--- src/hdl/tbeh_pkg.sv ---
// Shared types, constants and codes for the time-binned event histogram.
`timescale 1ns / 1ps
`default_nettype none

package tbeh_pkg;

	// Sizing
	localparam int BIN_STORE_DEPTH = 64;
	localparam int BAR_FULL_HEIGHT = 50;
	localparam int STORE_AW        = $clog2(BIN_STORE_DEPTH);
	localparam int BAR_Q_W         = $clog2(BAR_FULL_HEIGHT + 1);
	localparam int CNT_W           = 32;
	localparam int PROD_W          = CNT_W + BAR_Q_W;
	localparam int BIN_W           = 6;
	localparam int BAR_W           = 6;
	localparam int WEIGHT_W        = 24;
	localparam int HOURS_W         = 15;
	localparam int UNITS_W         = 7;
	localparam int STEP_W          = 6;
	localparam int CFG_IDX_W       = 3;
	localparam int CFG_DATA_W      = 7;
	localparam int CMD_Q_DEPTH     = 2;
	localparam int CMD_Q_AW        = $clog2(CMD_Q_DEPTH);
	localparam int CMD_Q_CW        = $clog2(CMD_Q_DEPTH + 1);

	// Time constants
	localparam logic [CNT_W-1:0]   SEC_PER_HOUR = 32'd3600;
	localparam logic [CNT_W-1:0]   WEEK_OFFSET  = 32'd259200;
	localparam logic [BIN_W-1:0]   MAX_BINS     = 6'd49;
	localparam logic [BIN_W-1:0]   BINS_HOURS   = 6'd24;
	localparam logic [BIN_W-1:0]   BINS_DAYS    = 6'd7;
	localparam logic [HOURS_W-1:0] HOURS_ONE    = 15'd1;
	localparam logic [HOURS_W-1:0] HOURS_DAY    = 15'd24;

	// Operation codes
	localparam logic [1:0] OP_RECORD  = 2'd0;
	localparam logic [1:0] OP_READOUT = 2'd1;
	localparam logic [1:0] OP_CLEAR   = 2'd2;

	// Register field codes
	localparam logic [1:0] SRC_CHARS   = 2'd0;
	localparam logic [1:0] SRC_MSGS    = 2'd1;
	localparam logic [1:0] SRC_CHATS   = 2'd2;
	localparam logic [1:0] DIR_IN      = 2'd0;
	localparam logic [1:0] DIR_OUT     = 2'd1;
	localparam logic [1:0] DIR_BOTH    = 2'd2;
	localparam logic [1:0] MODE_HOURS  = 2'd0;
	localparam logic [1:0] MODE_DAYS   = 2'd1;
	localparam logic [1:0] UNIT_DAY    = 2'd1;
	localparam logic [1:0] UNIT_WEEK   = 2'd2;

	// Register indexes
	localparam logic [CFG_IDX_W-1:0] CFG_DATA_SOURCE   = 3'd0;
	localparam logic [CFG_IDX_W-1:0] CFG_DIRECTION     = 3'd1;
	localparam logic [CFG_IDX_W-1:0] CFG_SPLIT_MODE    = 3'd2;
	localparam logic [CFG_IDX_W-1:0] CFG_BIN_UNIT      = 3'd3;
	localparam logic [CFG_IDX_W-1:0] CFG_UNITS_PER_BIN = 3'd4;
	localparam logic [CFG_IDX_W-1:0] CFG_BINS_IN_USE   = 3'd5;
	localparam logic [CFG_IDX_W-1:0] CFG_WEEK_ALIGN    = 3'd6;

	typedef struct packed {
		logic [1:0]          operation;
		logic                is_chat;
		logic                is_outgoing;
		logic [CNT_W-1:0]    event_time;
		logic [WEIGHT_W-1:0] message_length;
	} item_t;

	typedef struct packed {
		logic [BIN_W-1:0] bin_index;
		logic [CNT_W-1:0] bin_count;
		logic [BAR_W-1:0] bar_height;
		logic             last;
	} result_t;

	typedef enum logic [1:0] {
		CMD_RECORD,
		CMD_READ,
		CMD_CLEAR
	} cmd_op_t;

	// Classified command passed from the front end to the back end
	typedef struct packed {
		cmd_op_t             op;
		logic [WEIGHT_W-1:0] weight;
		logic [CNT_W-1:0]    stamp;
		logic [HOURS_W-1:0]  hours;
		logic [BIN_W-1:0]    nbins;
	} cmd_t;

	typedef struct packed {
		logic             start;
		logic [CNT_W-1:0] init_rem;
		logic [CNT_W-1:0] dividend;
		logic [STEP_W-1:0] steps;
		logic [CNT_W-1:0] divisor;
		logic [BIN_W-1:0] modulus;
	} div_req_t;

	typedef struct packed {
		logic             done;
		logic [CNT_W-1:0] quot;
		logic [CNT_W-1:0] rem;
		logic [BIN_W-1:0] modv;
	} div_rsp_t;

endpackage

`default_nettype wire

--- src/hdl/time_binned_event_histogram.sv ---
// Top level of the time-binned event histogram.
`timescale 1ns / 1ps
`default_nettype none

// Counts timestamped message and chat events into a periodic histogram of
// up to 49 time bins and reads the histogram out on request. Each input
// transaction is a record, readout or clear operation; filtering, weight
// selection and bin geometry are settled in the front end from the current
// configuration, and the classified command waits in a two-entry queue for
// the back end, so the input side keeps taking transactions while the back
// end is busy, until the queue is full. A record pops the queue, takes its
// bin index from a shared shift-subtract divider that builds the 32-bit
// quotient (the mod-bins value is built alongside it), then reads and
// writes the bin store. A readout first scans the bins in use for the
// peak, then for each bin runs the bar division on the same divider and
// waits while the result register still holds a report that has not been
// popped. A clear flags every bin empty at once; each bin reads as zero
// until written again. Counts saturate at 2^32-1. Configuration is picked
// up by the next input transaction; write it only while the block is idle.

module time_binned_event_histogram
	import tbeh_pkg::*;
(
	input  wire logic                  clk,
	input  wire logic                  arst_n,
	// configuration
	input  wire logic                  cfg_we,
	input  wire logic [CFG_IDX_W-1:0]  cfg_index,
	input  wire logic [CFG_DATA_W-1:0] cfg_data,
	// input queue side
	input  wire logic                  push,
	input  wire item_t                 item,
	output logic                       full,
	// result queue side
	output result_t                    result,
	output logic                       empty,
	input  wire logic                  pop
);

	logic q_wr;
	logic q_rd;
	logic q_full;
	logic q_empty;
	cmd_t q_wr_cmd;
	cmd_t q_rd_cmd;

	// Accept and classify; drop filtered events and unknown operations here
	tbeh_front u_front (
		.clk       (clk),
		.arst_n    (arst_n),
		.cfg_we    (cfg_we),
		.cfg_index (cfg_index),
		.cfg_data  (cfg_data),
		.push      (push),
		.item      (item),
		.q_full    (q_full),
		.q_wr      (q_wr),
		.q_cmd     (q_wr_cmd)
	);

	// Decouple the two halves so each can stall on its own
	tbeh_fifo u_cmd_q (
		.clk     (clk),
		.arst_n  (arst_n),
		.wr      (q_wr),
		.wr_data (q_wr_cmd),
		.full    (q_full),
		.rd      (q_rd),
		.rd_data (q_rd_cmd),
		.empty   (q_empty)
	);

	// Carry out the commands against the bin store
	tbeh_back u_back (
		.clk     (clk),
		.arst_n  (arst_n),
		.q_empty (q_empty),
		.q_cmd   (q_rd_cmd),
		.q_rd    (q_rd),
		.result  (result),
		.empty   (empty),
		.pop     (pop)
	);

	// Hold off the input side only when the command queue is full
	assign full = q_full;

endmodule

`default_nettype wire

--- src/hdl/tbeh_front.sv ---
// Front end: configuration registers, event filtering and bin setup.
`timescale 1ns / 1ps
`default_nettype none

module tbeh_front
	import tbeh_pkg::*;
(
	input  wire logic                  clk,
	input  wire logic                  arst_n,
	input  wire logic                  cfg_we,
	input  wire logic [CFG_IDX_W-1:0]  cfg_index,
	input  wire logic [CFG_DATA_W-1:0] cfg_data,
	input  wire logic                  push,
	input  wire item_t                 item,
	input  wire logic                  q_full,
	output logic                       q_wr,
	output cmd_t                       q_cmd
);

	logic [1:0]         data_source_q;
	logic [1:0]         direction_q;
	logic [1:0]         split_mode_q;
	logic [1:0]         bin_unit_q;
	logic [UNITS_W-1:0] units_q;
	logic [BIN_W-1:0]   bins_q;
	logic               week_align_q;

	logic               dir_ok;
	logic [WEIGHT_W-1:0] weight;
	logic [HOURS_W-1:0] hours;
	logic [HOURS_W-1:0] units_ext;
	logic [BIN_W-1:0]   nbins;
	logic [CNT_W-1:0]   offset;
	logic               keep;

	always_ff @(posedge clk or negedge arst_n) begin
		if (!arst_n) begin
			data_source_q <= SRC_CHARS;
			direction_q   <= DIR_BOTH;
			split_mode_q  <= MODE_HOURS;
			bin_unit_q    <= 2'd0;
			units_q       <= 7'd6;
			bins_q        <= 6'd28;
			week_align_q  <= 1'b1;
		end else if (cfg_we) begin
			case (cfg_index)
				CFG_DATA_SOURCE:   data_source_q <= cfg_data[1:0];
				CFG_DIRECTION:     direction_q   <= cfg_data[1:0];
				CFG_SPLIT_MODE:    split_mode_q  <= cfg_data[1:0];
				CFG_BIN_UNIT:      bin_unit_q    <= cfg_data[1:0];
				CFG_UNITS_PER_BIN: units_q       <= cfg_data[UNITS_W-1:0];
				CFG_BINS_IN_USE:   bins_q        <= cfg_data[BIN_W-1:0];
				CFG_WEEK_ALIGN:    week_align_q  <= cfg_data[0];
				default: ;
			endcase
		end
	end

	// Filter and weight
	always_comb begin
		case (direction_q)
			DIR_BOTH: dir_ok = 1'b1;
			DIR_IN:   dir_ok = !item.is_outgoing;
			DIR_OUT:  dir_ok = item.is_outgoing;
			default:  dir_ok = 1'b0;
		endcase

		weight = '0;
		if (item.is_chat) begin
			if (data_source_q == SRC_CHATS) weight = WEIGHT_W'(1);
		end else begin
			if (data_source_q == SRC_CHARS) weight = item.message_length;
			else if (data_source_q == SRC_MSGS) weight = WEIGHT_W'(1);
		end
	end

	// Bin geometry; hours per bin uses shifts for the 24 and 168 factors
	always_comb begin
		units_ext = HOURS_W'(units_q == '0 ? UNITS_W'(1) : units_q);
		case (split_mode_q)
			MODE_HOURS: begin
				hours  = HOURS_ONE;
				nbins  = BINS_HOURS;
				offset = '0;
			end
			MODE_DAYS: begin
				hours  = HOURS_DAY;
				nbins  = BINS_DAYS;
				offset = WEEK_OFFSET;
			end
			default: begin
				case (bin_unit_q)
					UNIT_DAY:  hours = (units_ext << 4) + (units_ext << 3);
					UNIT_WEEK: hours = (units_ext << 7) + (units_ext << 5) + (units_ext << 3);
					default:   hours = units_ext;
				endcase
				if (bins_q == '0)          nbins = BIN_W'(1);
				else if (bins_q > MAX_BINS) nbins = MAX_BINS;
				else                        nbins = bins_q;
				offset = week_align_q ? WEEK_OFFSET : '0;
			end
		endcase
	end

	always_comb begin
		q_cmd.weight = weight;
		q_cmd.stamp  = item.event_time + offset;
		q_cmd.hours  = hours;
		q_cmd.nbins  = nbins;
		case (item.operation)
			OP_RECORD: begin
				q_cmd.op = CMD_RECORD;
				keep     = dir_ok && (weight != '0);
			end
			OP_READOUT: begin
				q_cmd.op = CMD_READ;
				keep     = 1'b1;
			end
			OP_CLEAR: begin
				q_cmd.op = CMD_CLEAR;
				keep     = 1'b1;
			end
			default: begin
				q_cmd.op = CMD_RECORD;
				keep     = 1'b0;
			end
		endcase
	end

	assign q_wr = push && !q_full && keep;

endmodule

`default_nettype wire

--- src/hdl/tbeh_fifo.sv ---
// Short command queue between the front end and the back end.
`timescale 1ns / 1ps
`default_nettype none

module tbeh_fifo
	import tbeh_pkg::*;
(
	input  wire logic clk,
	input  wire logic arst_n,
	input  wire logic wr,
	input  wire cmd_t wr_data,
	output logic      full,
	input  wire logic rd,
	output cmd_t      rd_data,
	output logic      empty
);

	cmd_t                entry_q [CMD_Q_DEPTH];
	logic [CMD_Q_AW-1:0] wr_ptr_q;
	logic [CMD_Q_AW-1:0] rd_ptr_q;
	logic [CMD_Q_CW-1:0] count_q;

	assign full    = (count_q == CMD_Q_CW'(CMD_Q_DEPTH));
	assign empty   = (count_q == '0);
	assign rd_data = entry_q[rd_ptr_q];

	always_ff @(posedge clk or negedge arst_n) begin
		if (!arst_n) begin
			wr_ptr_q <= '0;
			rd_ptr_q <= '0;
			count_q  <= '0;
		end else begin
			if (wr) wr_ptr_q <= wr_ptr_q + CMD_Q_AW'(1);
			if (rd) rd_ptr_q <= rd_ptr_q + CMD_Q_AW'(1);
			if (wr && !rd)      count_q <= count_q + CMD_Q_CW'(1);
			else if (rd && !wr) count_q <= count_q - CMD_Q_CW'(1);
		end
	end

	always_ff @(posedge clk) begin
		if (wr) entry_q[wr_ptr_q] <= wr_data;
	end

endmodule

`default_nettype wire

--- src/hdl/tbeh_div.sv ---
// Shared shift-subtract divider, one quotient bit per cycle, with a running mod-n of the quotient.
`timescale 1ns / 1ps
`default_nettype none

module tbeh_div
	import tbeh_pkg::*;
(
	input  wire logic     clk,
	input  wire logic     arst_n,
	input  wire div_req_t req,
	output div_rsp_t      rsp
);

	logic              busy_q;
	logic              done_q;
	logic [STEP_W-1:0] cnt_q;
	logic [CNT_W-1:0]  rem_q;
	logic [CNT_W-1:0]  sh_q;
	logic [CNT_W-1:0]  quot_q;
	logic [CNT_W-1:0]  dvsr_q;
	logic [BIN_W-1:0]  mod_q;
	logic [BIN_W-1:0]  modn_q;

	logic [CNT_W:0]    trial;
	logic              ge;
	logic [CNT_W-1:0]  rem_nx;
	logic [BIN_W:0]    mtrial;
	logic [BIN_W-1:0]  mod_nx;

	always_comb begin
		trial  = {rem_q, sh_q[CNT_W-1]};
		ge     = (trial >= {1'b0, dvsr_q});
		rem_nx = ge ? CNT_W'(trial - {1'b0, dvsr_q}) : CNT_W'(trial);
		// quotient bit folded into the remainder modulo n, MSB first
		mtrial = {mod_q, ge};
		mod_nx = (mtrial >= {1'b0, modn_q}) ? BIN_W'(mtrial - {1'b0, modn_q})
		                                    : BIN_W'(mtrial);
	end

	always_ff @(posedge clk or negedge arst_n) begin
		if (!arst_n) begin
			busy_q <= 1'b0;
			done_q <= 1'b0;
			cnt_q  <= '0;
			rem_q  <= '0;
			sh_q   <= '0;
			quot_q <= '0;
			dvsr_q <= '0;
			mod_q  <= '0;
			modn_q <= '0;
		end else begin
			done_q <= 1'b0;
			if (req.start) begin
				busy_q <= 1'b1;
				cnt_q  <= req.steps;
				rem_q  <= req.init_rem;
				sh_q   <= req.dividend;
				quot_q <= '0;
				dvsr_q <= req.divisor;
				mod_q  <= '0;
				modn_q <= req.modulus;
			end else if (busy_q) begin
				rem_q  <= rem_nx;
				sh_q   <= sh_q << 1;
				quot_q <= {quot_q[CNT_W-2:0], ge};
				mod_q  <= mod_nx;
				cnt_q  <= cnt_q - STEP_W'(1);
				if (cnt_q == STEP_W'(1)) begin
					busy_q <= 1'b0;
					done_q <= 1'b1;
				end
			end
		end
	end

	assign rsp.done = done_q;
	assign rsp.quot = quot_q;
	assign rsp.rem  = rem_q;
	assign rsp.modv = mod_q;

endmodule

`default_nettype wire

--- src/hdl/tbeh_back.sv ---
// Back end: bin store, record/readout/clear sequencer and result register.
`timescale 1ns / 1ps
`default_nettype none

module tbeh_back
	import tbeh_pkg::*;
(
	input  wire logic clk,
	input  wire logic arst_n,
	input  wire logic q_empty,
	input  wire cmd_t q_cmd,
	output logic      q_rd,
	output result_t   result,
	output logic      empty,
	input  wire logic pop
);

	typedef enum logic [3:0] {
		ST_IDLE,
		ST_EV_DIV,
		ST_EV_RD,
		ST_EV_WR,
		ST_SC_RD,
		ST_SC_CMP,
		ST_BR_RD,
		ST_BR_MUL,
		ST_BR_START,
		ST_BR_DIV,
		ST_BR_OUT
	} state_t;

	state_t                    state_q;
	logic [BIN_W-1:0]          idx_q;
	logic [BIN_W-1:0]          nbins_q;
	logic [WEIGHT_W-1:0]       weight_q;
	logic [CNT_W-1:0]          peak_q;
	logic [CNT_W-1:0]          cnt_q;
	logic [PROD_W-1:0]         prod_q;
	logic [BAR_Q_W-1:0]        bar_q;
	result_t                   out_q;
	logic                      out_valid_q;
	logic [BIN_STORE_DEPTH-1:0] vld_q;

	logic [CNT_W-1:0]          mem_q [BIN_STORE_DEPTH];
	logic [CNT_W-1:0]          rd_data_q;
	logic                      rd_vld_q;

	logic [STORE_AW-1:0]       addr;
	logic                      mem_re;
	logic                      mem_we;
	logic [CNT_W:0]            sum;
	logic [CNT_W-1:0]          wr_data;
	logic [CNT_W-1:0]          cur_cnt;
	logic [CNT_W-1:0]          peak_eff;
	logic [BAR_Q_W-1:0]        bar_full;
	logic                      is_last;
	logic                      out_load;
	div_req_t                  div_req;
	div_rsp_t                  div_rsp;

	tbeh_div u_div (
		.clk    (clk),
		.arst_n (arst_n),
		.req    (div_req),
		.rsp    (div_rsp)
	);

	assign addr     = STORE_AW'(idx_q);
	assign mem_re   = (state_q == ST_EV_RD) || (state_q == ST_SC_RD) || (state_q == ST_BR_RD);
	assign mem_we   = (state_q == ST_EV_WR);
	assign cur_cnt  = rd_vld_q ? rd_data_q : '0;
	assign sum      = {1'b0, cur_cnt} + (CNT_W + 1)'(weight_q);
	assign wr_data  = sum[CNT_W] ? '1 : sum[CNT_W-1:0];
	assign peak_eff = (peak_q == '0) ? CNT_W'(1) : peak_q;
	assign bar_full = div_rsp.quot[BAR_Q_W-1:0] + BAR_Q_W'(div_rsp.rem != '0);
	assign is_last  = (idx_q == nbins_q - BIN_W'(1));
	assign out_load = (state_q == ST_BR_OUT) && (!out_valid_q || pop);
	assign q_rd     = (state_q == ST_IDLE) && !q_empty;

	always_comb begin
		div_req          = '0;
		div_req.modulus  = nbins_q;
		if (q_rd && q_cmd.op == CMD_RECORD) begin
			div_req.start    = 1'b1;
			div_req.init_rem = '0;
			div_req.dividend = q_cmd.stamp;
			div_req.steps    = STEP_W'(CNT_W);
			div_req.divisor  = CNT_W'(q_cmd.hours) * SEC_PER_HOUR;
			div_req.modulus  = q_cmd.nbins;
		end else if (state_q == ST_BR_START) begin
			// quotient fits in BAR_Q_W bits, so the upper part is already a remainder
			div_req.start    = 1'b1;
			div_req.init_rem = prod_q[PROD_W-1:BAR_Q_W];
			div_req.dividend = {prod_q[BAR_Q_W-1:0], {(CNT_W - BAR_Q_W){1'b0}}};
			div_req.steps    = STEP_W'(BAR_Q_W);
			div_req.divisor  = peak_eff;
		end
	end

	always_ff @(posedge clk or negedge arst_n) begin
		if (!arst_n) begin
			state_q     <= ST_IDLE;
			idx_q       <= '0;
			nbins_q     <= BIN_W'(1);
			weight_q    <= '0;
			peak_q      <= '0;
			cnt_q       <= '0;
			prod_q      <= '0;
			bar_q       <= '0;
			out_q       <= '0;
			out_valid_q <= 1'b0;
			vld_q       <= '0;
		end else begin
			if (pop && out_valid_q) out_valid_q <= 1'b0;
			case (state_q)
				ST_IDLE: begin
					if (q_rd) begin
						nbins_q  <= q_cmd.nbins;
						weight_q <= q_cmd.weight;
						idx_q    <= '0;
						peak_q   <= '0;
						case (q_cmd.op)
							CMD_RECORD: state_q <= ST_EV_DIV;
							CMD_READ:   state_q <= ST_SC_RD;
							CMD_CLEAR:  vld_q   <= '0;
							default:    state_q <= ST_IDLE;
						endcase
					end
				end
				ST_EV_DIV: begin
					if (div_rsp.done) begin
						idx_q   <= div_rsp.modv;
						state_q <= ST_EV_RD;
					end
				end
				ST_EV_RD: state_q <= ST_EV_WR;
				ST_EV_WR: begin
					vld_q[addr] <= 1'b1;
					state_q     <= ST_IDLE;
				end
				ST_SC_RD: state_q <= ST_SC_CMP;
				ST_SC_CMP: begin
					if (cur_cnt > peak_q) peak_q <= cur_cnt;
					if (is_last) begin
						idx_q   <= '0;
						state_q <= ST_BR_RD;
					end else begin
						idx_q   <= idx_q + BIN_W'(1);
						state_q <= ST_SC_RD;
					end
				end
				ST_BR_RD: state_q <= ST_BR_MUL;
				ST_BR_MUL: begin
					cnt_q   <= cur_cnt;
					prod_q  <= PROD_W'(BAR_FULL_HEIGHT) * PROD_W'(cur_cnt);
					state_q <= ST_BR_START;
				end
				ST_BR_START: state_q <= ST_BR_DIV;
				ST_BR_DIV: begin
					if (div_rsp.done) begin
						bar_q   <= bar_full;
						state_q <= ST_BR_OUT;
					end
				end
				ST_BR_OUT: begin
					if (out_load) begin
						out_q.bin_index  <= idx_q;
						out_q.bin_count  <= cnt_q;
						out_q.bar_height <= BAR_W'(bar_q);
						out_q.last       <= is_last;
						out_valid_q      <= 1'b1;
						if (is_last) begin
							state_q <= ST_IDLE;
						end else begin
							idx_q   <= idx_q + BIN_W'(1);
							state_q <= ST_BR_RD;
						end
					end
				end
				default: state_q <= ST_IDLE;
			endcase
		end
	end

	always_ff @(posedge clk) begin
		if (mem_we) mem_q[addr] <= wr_data;
		if (mem_re) begin
			rd_data_q <= mem_q[addr];
			rd_vld_q  <= vld_q[addr];
		end
	end

	assign result = out_q;
	assign empty  = !out_valid_q;

	a_bin_in_range: assert property (@(posedge clk) disable iff (!arst_n)
		mem_we |-> idx_q < nbins_q)
		else $error("record writes a bin beyond the bins in use");

	a_count_below_peak: assert property (@(posedge clk) disable iff (!arst_n)
		state_q == ST_BR_MUL |-> cur_cnt <= peak_q)
		else $error("reported count exceeds the scanned peak");

	a_bar_bounded: assert property (@(posedge clk) disable iff (!arst_n)
		(state_q == ST_BR_DIV && div_rsp.done) |-> bar_full <= BAR_Q_W'(BAR_FULL_HEIGHT))
		else $error("bar height above full scale");

	a_done_expected: assert property (@(posedge clk) disable iff (!arst_n)
		div_rsp.done |-> (state_q == ST_EV_DIV || state_q == ST_BR_DIV))
		else $error("divider finished with no waiting sequencer");

endmodule

`default_nettype wire

--- config.mk ---
export PLATFORM = sky130hd
export DESIGN_NAME = time_binned_event_histogram
export DESIGN_NICKNAME = d
export VERILOG_FILES = /design/src/hdl/tbeh_pkg.sv /design/src/hdl/time_binned_event_histogram.sv /design/src/hdl/tbeh_front.sv /design/src/hdl/tbeh_fifo.sv /design/src/hdl/tbeh_div.sv /design/src/hdl/tbeh_back.sv
export SDC_FILE = /design/constraint.sdc
export NUM_CORES = 2
export LEC_CHECK = 0
export ABC_AREA = 0
export BUFFER_PORTS_ARGS = -buffer_cell sky130_fd_sc_hd__buf_4
export CORE_MARGIN = 8
export CORE_UTILIZATION = 60
export DETAILED_ROUTE_END_ITERATION = 10
export PLACE_DENSITY = 0.78
export SETUP_SLACK_MARGIN = 0.3
export SYNTH_ARGS = -nofsm -noshare
export SYNTH_HDL_FRONTEND = slang
export SYNTH_SLANG_ARGS = --single-unit
--- constraint.sdc ---
create_clock -name clk -period 12.1 [get_ports clk]
set_clock_uncertainty 0.15 [all_clocks]
set_input_delay 1.815 -clock clk [delete_from_list [all_inputs] [get_ports clk]]
set_output_delay 1.815 -clock clk [all_outputs]
set_load 0.01 [all_outputs]
; ---- After elaboration in Yosys (flattened, before gate mapping)
; Memories as Yosys holds them, arrays and structs flattened. A register that Yosys moved wholly into a read port is not among the register bits.
; Index checks and enable logic that the tools add are counted.
[op_classes]
n_addsub = 15
mul = 2
n_lt_le_gt_ge = 6
n_eq_ne = 38
muxes = 72
n_bitwise = 1
reduce_logical = 52
[ops]
columns = cell, n
row1 = two-way mux 32 bit, 10
row2 = two-way mux 103 bit, 2
row3 = two-way mux 64 bit, 2
row4 = case mux 32 bit (2 select lines), 2
row5 = case mux 64 bit (2 select lines), 1
row6 = two-way mux 6 bit, 15
row7 = OR 64 bit, 1
row8 = case mux 15 bit (2 select lines), 2
row9 = two-way mux 24 bit, 2
row10 = adder 15 bit, 3
row11 = case mux 4 bit (10 select lines), 1
row12 = "multiplier 5 x 32 -> 37 bit, first input constant", 1
row13 = adder 32 x 24 -> 33 bit, 1
row14 = >= comparator 33 x 32 -> 1 bit, 1
row15 = adder 32 bit, 1
row16 = > comparator 32 bit, 1
row17 = zero test 32 bit, 1
row18 = nonzero test 32 bit, 1
row19 = subtractor 32 bit, 1
row20 = case mux 6 bit (4 select lines), 1
row21 = nonzero test 24 bit, 1
row22 = "multiplier 15 x 8 -> 23 bit, second input constant", 1
row23 = AND reduction 2 bit, 10
row24 = two-way mux 18 bit, 1
row25 = 49 further kinds, 123
[word_totals]
regBits = 406
ram_bits = 2206
in_bits = 75
output_inout_bits = 47
wordCells = 222
mem_count = 2
[mem_list]
columns = name, depth, word_bits, read_ports, rd_clocked_by_memory_dff, write_ports, line_no
row1 = u_back.mem_q, 64, 32, 1, 1, 1, tbeh_back.sv:44  ; logic [CNT_W-1:0] mem_q [BIN_STORE_DEPTH];
row2 = u_cmd_q.entry_q, 2, 79, 1, 0, 1, tbeh_fifo.sv:18  ; cmd_t entry_q [CMD_Q_DEPTH];

; ---- Logic depth before layout (Yosys ltp)
[depth]
ltp_word = 12
depth_mapped = 21
mapped_depth_nobuf = 18

; ---- Modules after synthesis
; From an unflattened synthesis, not the netlist that was laid out.
[unflattened]
hier_cells = 7612
hier_area_um2 = 111764.7
[by_module_without_submodules]
columns = mod, instances, cells_each, area_each_um2, seq_area_each_um2
row1 = tbeh_back, 1, 6004, 93779.9, 68847.3
row2 = tbeh_div, 1, 975, 8684.6, 3703.6
row3 = tbeh_fifo, 1, 262, 6288.5, 4844.6
row4 = tbeh_front, 1, 371, 3011.6, 559.3

; ---- Worst setup path after synthesis
; OpenSTA, ideal clock, no wires.
[synth_path]
kind = input-to-reg
from = input item[57] (netlist name)
to = memory u_cmd_q.entry_q[0][0] (netlist name), enable pin
setup_ns = 0.517
t_arrival_ns = 6.526
required_ns = 11.433
slack_ns = 4.907
cell_stages = 7
path_cell_list = or2_2 > nor2_1 > o21ai_0 > nand2b_1 > a31oi_1 > or4b_2 > nor2_1
[synth_between]
elab_chain_len = 7
[synth_rtl]
columns = item, line_no
row1 = "start, declared", time_binned_event_histogram.sv:32  ; input wire item_t item,
row2 = two-way mux 24 bit, tbeh_front.sv:69  ; if (item.is_chat) begin
row3 = nonzero test 24 bit, tbeh_front.sv:113  ; keep = dir_ok && (weight != '0);
row4 = logical AND 1 bit, tbeh_front.sv:113
row5 = case mux 1 bit (2 select lines), tbeh_front.sv:110  ; case (item.operation)
row6 = logical AND 1 bit, tbeh_front.sv:130  ; assign q_wr = push && !q_full && keep;
row7 = two-way mux 1 bit, tbeh_fifo.sv:41  ; if (wr) entry_q[wr_ptr_q] <= wr_data;
row8 = two-way mux 1 bit (not written as such), tbeh_fifo.sv:41
row9 = "end, declared", tbeh_fifo.sv:18
; Every way passes these cells.

; ---- Final worst setup path
[layout_path]
from = register u_back.rd_vld_q
to = memory u_back.mem_q[32][30], data pin
[layout_between]
elab_chain_len = 3
[layout_rtl]
columns = item, line_no
row1 = "start, declared", tbeh_back.sv:46  ; logic rd_vld_q;
row2 = "start signal, assigned", tbeh_back.sv:189  ; rd_vld_q <= vld_q[addr];
row3 = two-way mux 32 bit, tbeh_back.sv:71  ; assign cur_cnt = rd_vld_q ? rd_data_q : '0;
row4 = via u_back.cur_cnt[0], tbeh_back.sv:53  ; logic [CNT_W-1:0] cur_cnt;
row5 = adder 32 x 24 -> 33 bit, tbeh_back.sv:72  ; assign sum = {1'b0, cur_cnt} + (CNT_W + 1)'(weight_q);
row6 = two-way mux 32 bit, tbeh_back.sv:73  ; assign wr_data = sum[CNT_W] ? '1 : sum[CNT_W-1:0];
row7 = via u_back.wr_data[30], tbeh_back.sv:52  ; logic [CNT_W-1:0] wr_data;
row8 = "end, declared", tbeh_back.sv:44
; The timed path passes the listed nets, and every way through them passes these cells.

==> results.ini <==
[run_status]
status = complete, but fails checks
violations = capacitance limit

[grt]
grt_pass1_wl_um = 479000
grt_max_degree = 124
antenna_found_initial = 10
grt_usage = 0.340
grt_remaining_overflow = 0
grt_pass1_vias = 69200

[setup_path]
cp_max_fo = 33
startpoint = u_back.rd_vld_q$_DFFE_PP_
worstReg2RegStart = u_back.rd_vld_q$_DFFE_PP_
end_kind = register
arrival_ns = 6.27
start_kind = register
rrSetupSlack_ns = 6.32
cp_data_required_time_ns = 12.60
critPathKind = reg -> reg

[sta]
hold_violations = 0
setup_viol = 0
drv_slew = 0
period_share = 0.478
slew_headroom = 0.00154
clock.fmax_mhz = 173
max_slew.worst_pin.slew_ns = 1.49
min_period_ns = 5.78
fin_tns_setup_ns = 0
holdWs_ns = 0.324
rsz0062_at_grt = no
fin_ws_ns = 6.32

[clocking]
clock_path_buffers = 4
cts_tree = built
worstSkewPairLatency_ns = 0.95
htree_levels = 5
post_cts_buffers = 0
cts-resized-gates = 0
cts_buffers = 278
cts-hold-fix-buffers = 0
clockRootBuffer = clkbuf_16
cts.sinks = 2641
clk_pin_slew_ns = 0.06

[placement]
dp.cells = 9480
gp_congestion = 0.973
post-place-ws_ns = 6.11
port_buffers = 121
dp.final_hpwl_um = 197000
postPlaceCellArea_um2 = 113000

[worst_hold_path]
holdCritStartpoint = u_back.vld_q[20]$_DFFE_PN0P_
hold_class = reg -> reg

[finish]
regArea_um2 = 77300
final_cells = 9963
syn_to_final_growth_pct = 12.1
multi_input_area_um2 = 29300
n_fill_cell = 11500
nNetsFinal = 7813
layout-drive-gt1-share = 0.124
stdcell_area_um2 = 122000

[run]
cap_violations = 2

[logic_synthesis]
ys_seq_area_frac = 0.713
synth_seq_cells = 2641
synthDominantCellAreaShare = 0.620
async_flop_share = 0.152
syn_nets = 7644
synth_warnings = 0
synth.avg_cell_area_um2 = 15.0
synthesis.area_um2 = 108000
synth_top_cell_by_area = edfxtp_1
synthDistinctLibCells = 77
synthTopCellsByCount = edfxtp_1, a22oi_1, dfrtp_1, nand2_1, clkbuf_1
synth_cells = 7222
synth_edf_count = 2239
synth_flop_cell = edfxtp_1
yosys-top-cells-area = edfxtp_1, dfrtp_1, a22oi_1
synth.most_common_cell = edfxtp_1

[routing]
drt-pass1-iter-count = 9
routedWlPerCell_um = 34.1
wirelength_um = 340000
vias = 71700
drc = 0
drtIter0Drc = 12900
vias_per_cell = 7.19
ant_nets = 0

[power_and_ir_drop]
ir_worst_vdd_v = 0.000422
powerDensity_nw_per_um2 = 287
p_leak_nw = 43.4

[floorplanning]
rows = 156
dieWidth_um = 441
start_util = 0.602
dieHeight_um = 441
core_um2 = 180000
ios = 122
die-area_um2 = 195000

==> per-layer routing <==
| metal | GRT usage | share of wire |
|---|---|---|
| met1 | 0.427 | 0.33 |
| met2 | 0.517 | 0.44 |
| met3 | 0.108 | 0.15 |
| met4 | 0.214 | 0.080 |
| met5 | 0 | 0.00013 |
==> power by group <==
part | leakage, nW | switching (mW) | internal [mW] | total (mW)
Sequential | 25.6 | 0.611 | 13.2 | 13.8
Clock | 4.17 | 3.45 | 4.75 | 8.20
Combinational | 13.7 | 9.06 | 3.90 | 13.0
==> flip-flops by register name, indices dropped and copies added (netlist names), 34 cells and up <==
register	count
u_back.mem_q	2048
u_cmd_q.entry_q	158
u_back.vld_q	64
u_back.result	45
u_back.prod_q	34
==> critical path, cell delays in order (launching register included) <==
cell,delay (ns)
edfxtp_1,0.32
buf_4,0.36
nand2_1,0.19
inv_1,0.15
ha_1,0.18
inv_1,0.05
fa_1,0.36
nor2b_1,0.25
o21a_1,0.19
o21ai_0,0.13
a211oi_1,0.56
o21ba_2,0.25
o2111ai_1,0.29
nor2_1,0.35
mux2i_4,1.09
buf_4,0.54
==> through the flow <==
stage           util  power [mW]
2_1_floorplan      -        21.8
3_3_place_gp   0.627        26.0
3_5_place_dp   0.627        26.4
4_1_cts        0.675        34.5
5_1_grt        0.675        36.1
6_report       0.675        34.9
==> cells in the final DEF (no fill, tap or decap), types with 55 or more instances in the layout <==
cell and count:
a21o_1 125, clkbuf_16 287, a31oi_1 213, o21ai_0 245
fa_1 55, clkbuf_1 79, a21oi_1 240, nand2_1 310
a22o_1 217, buf_4 298, xnor2_1 91, edfxtp_1 2239
a221oi_1 212, nand4_1 98, inv_1 298, nand3_1 112
nor2_1 141, ha_1 292, a22oi_1 655, dfrtp_1 392
mux2i_1 136, nor2_4 67, mux2_2 100
==> area by class of cell <==
| cell class | instances | share of cell area |
|---|---|---|
| inverters | 299 | 0.00923 |
| well taps | 2370 | 0.0244 |
| diodes | 7 | 0.000144 |
| clock buffers | 377 | 0.0627 |
| repair buffers | 306 | 0.0197 |
| clock inverters | 98 | 0.00765 |
| multi-input cells | 3865 | 0.241 |
| flip-flops and latches | 2641 | 0.636 |
==> worst paths after layout <==
path | to | cells past startpoint
min in group asynchronous | u_back.result[15]$_DFFE_PN0P_ | 1
worst min register to register | u_back.vld_q[20]$_DFFE_PN0P_ | 1
worst max register to register | u_back.mem_q[32][30]$_DFFE_PP_ | 15
worst max-delay path | u_back.mem_q[32][30]$_DFFE_PP_ | 15
max in group asynchronous | u_cmd_q.rd_ptr_q$_DFFE_PN0P_ | 3
worst min-delay path | u_back.vld_q[20]$_DFFE_PN0P_ | 1
==> logic make-up (layout without fill, tap and decap cells) <==
kind of cell	after synthesis	in the layout	share of synthesized area
flip-flops	2641	2641	0.713
multiplexers	237	237	0.0230
AO/OA/AOI/OAI	2106	2106	0.138
other	0	7	0
adder cells (fa/ha/maj)	347	347	0.0438
XOR/XNOR	140	140	0.0113
AND/OR/NAND/NOR	1035	1035	0.0459
buffers and inverters	716	1080	0.0251
No activity file was read; power rests on OpenSTA's default activity.
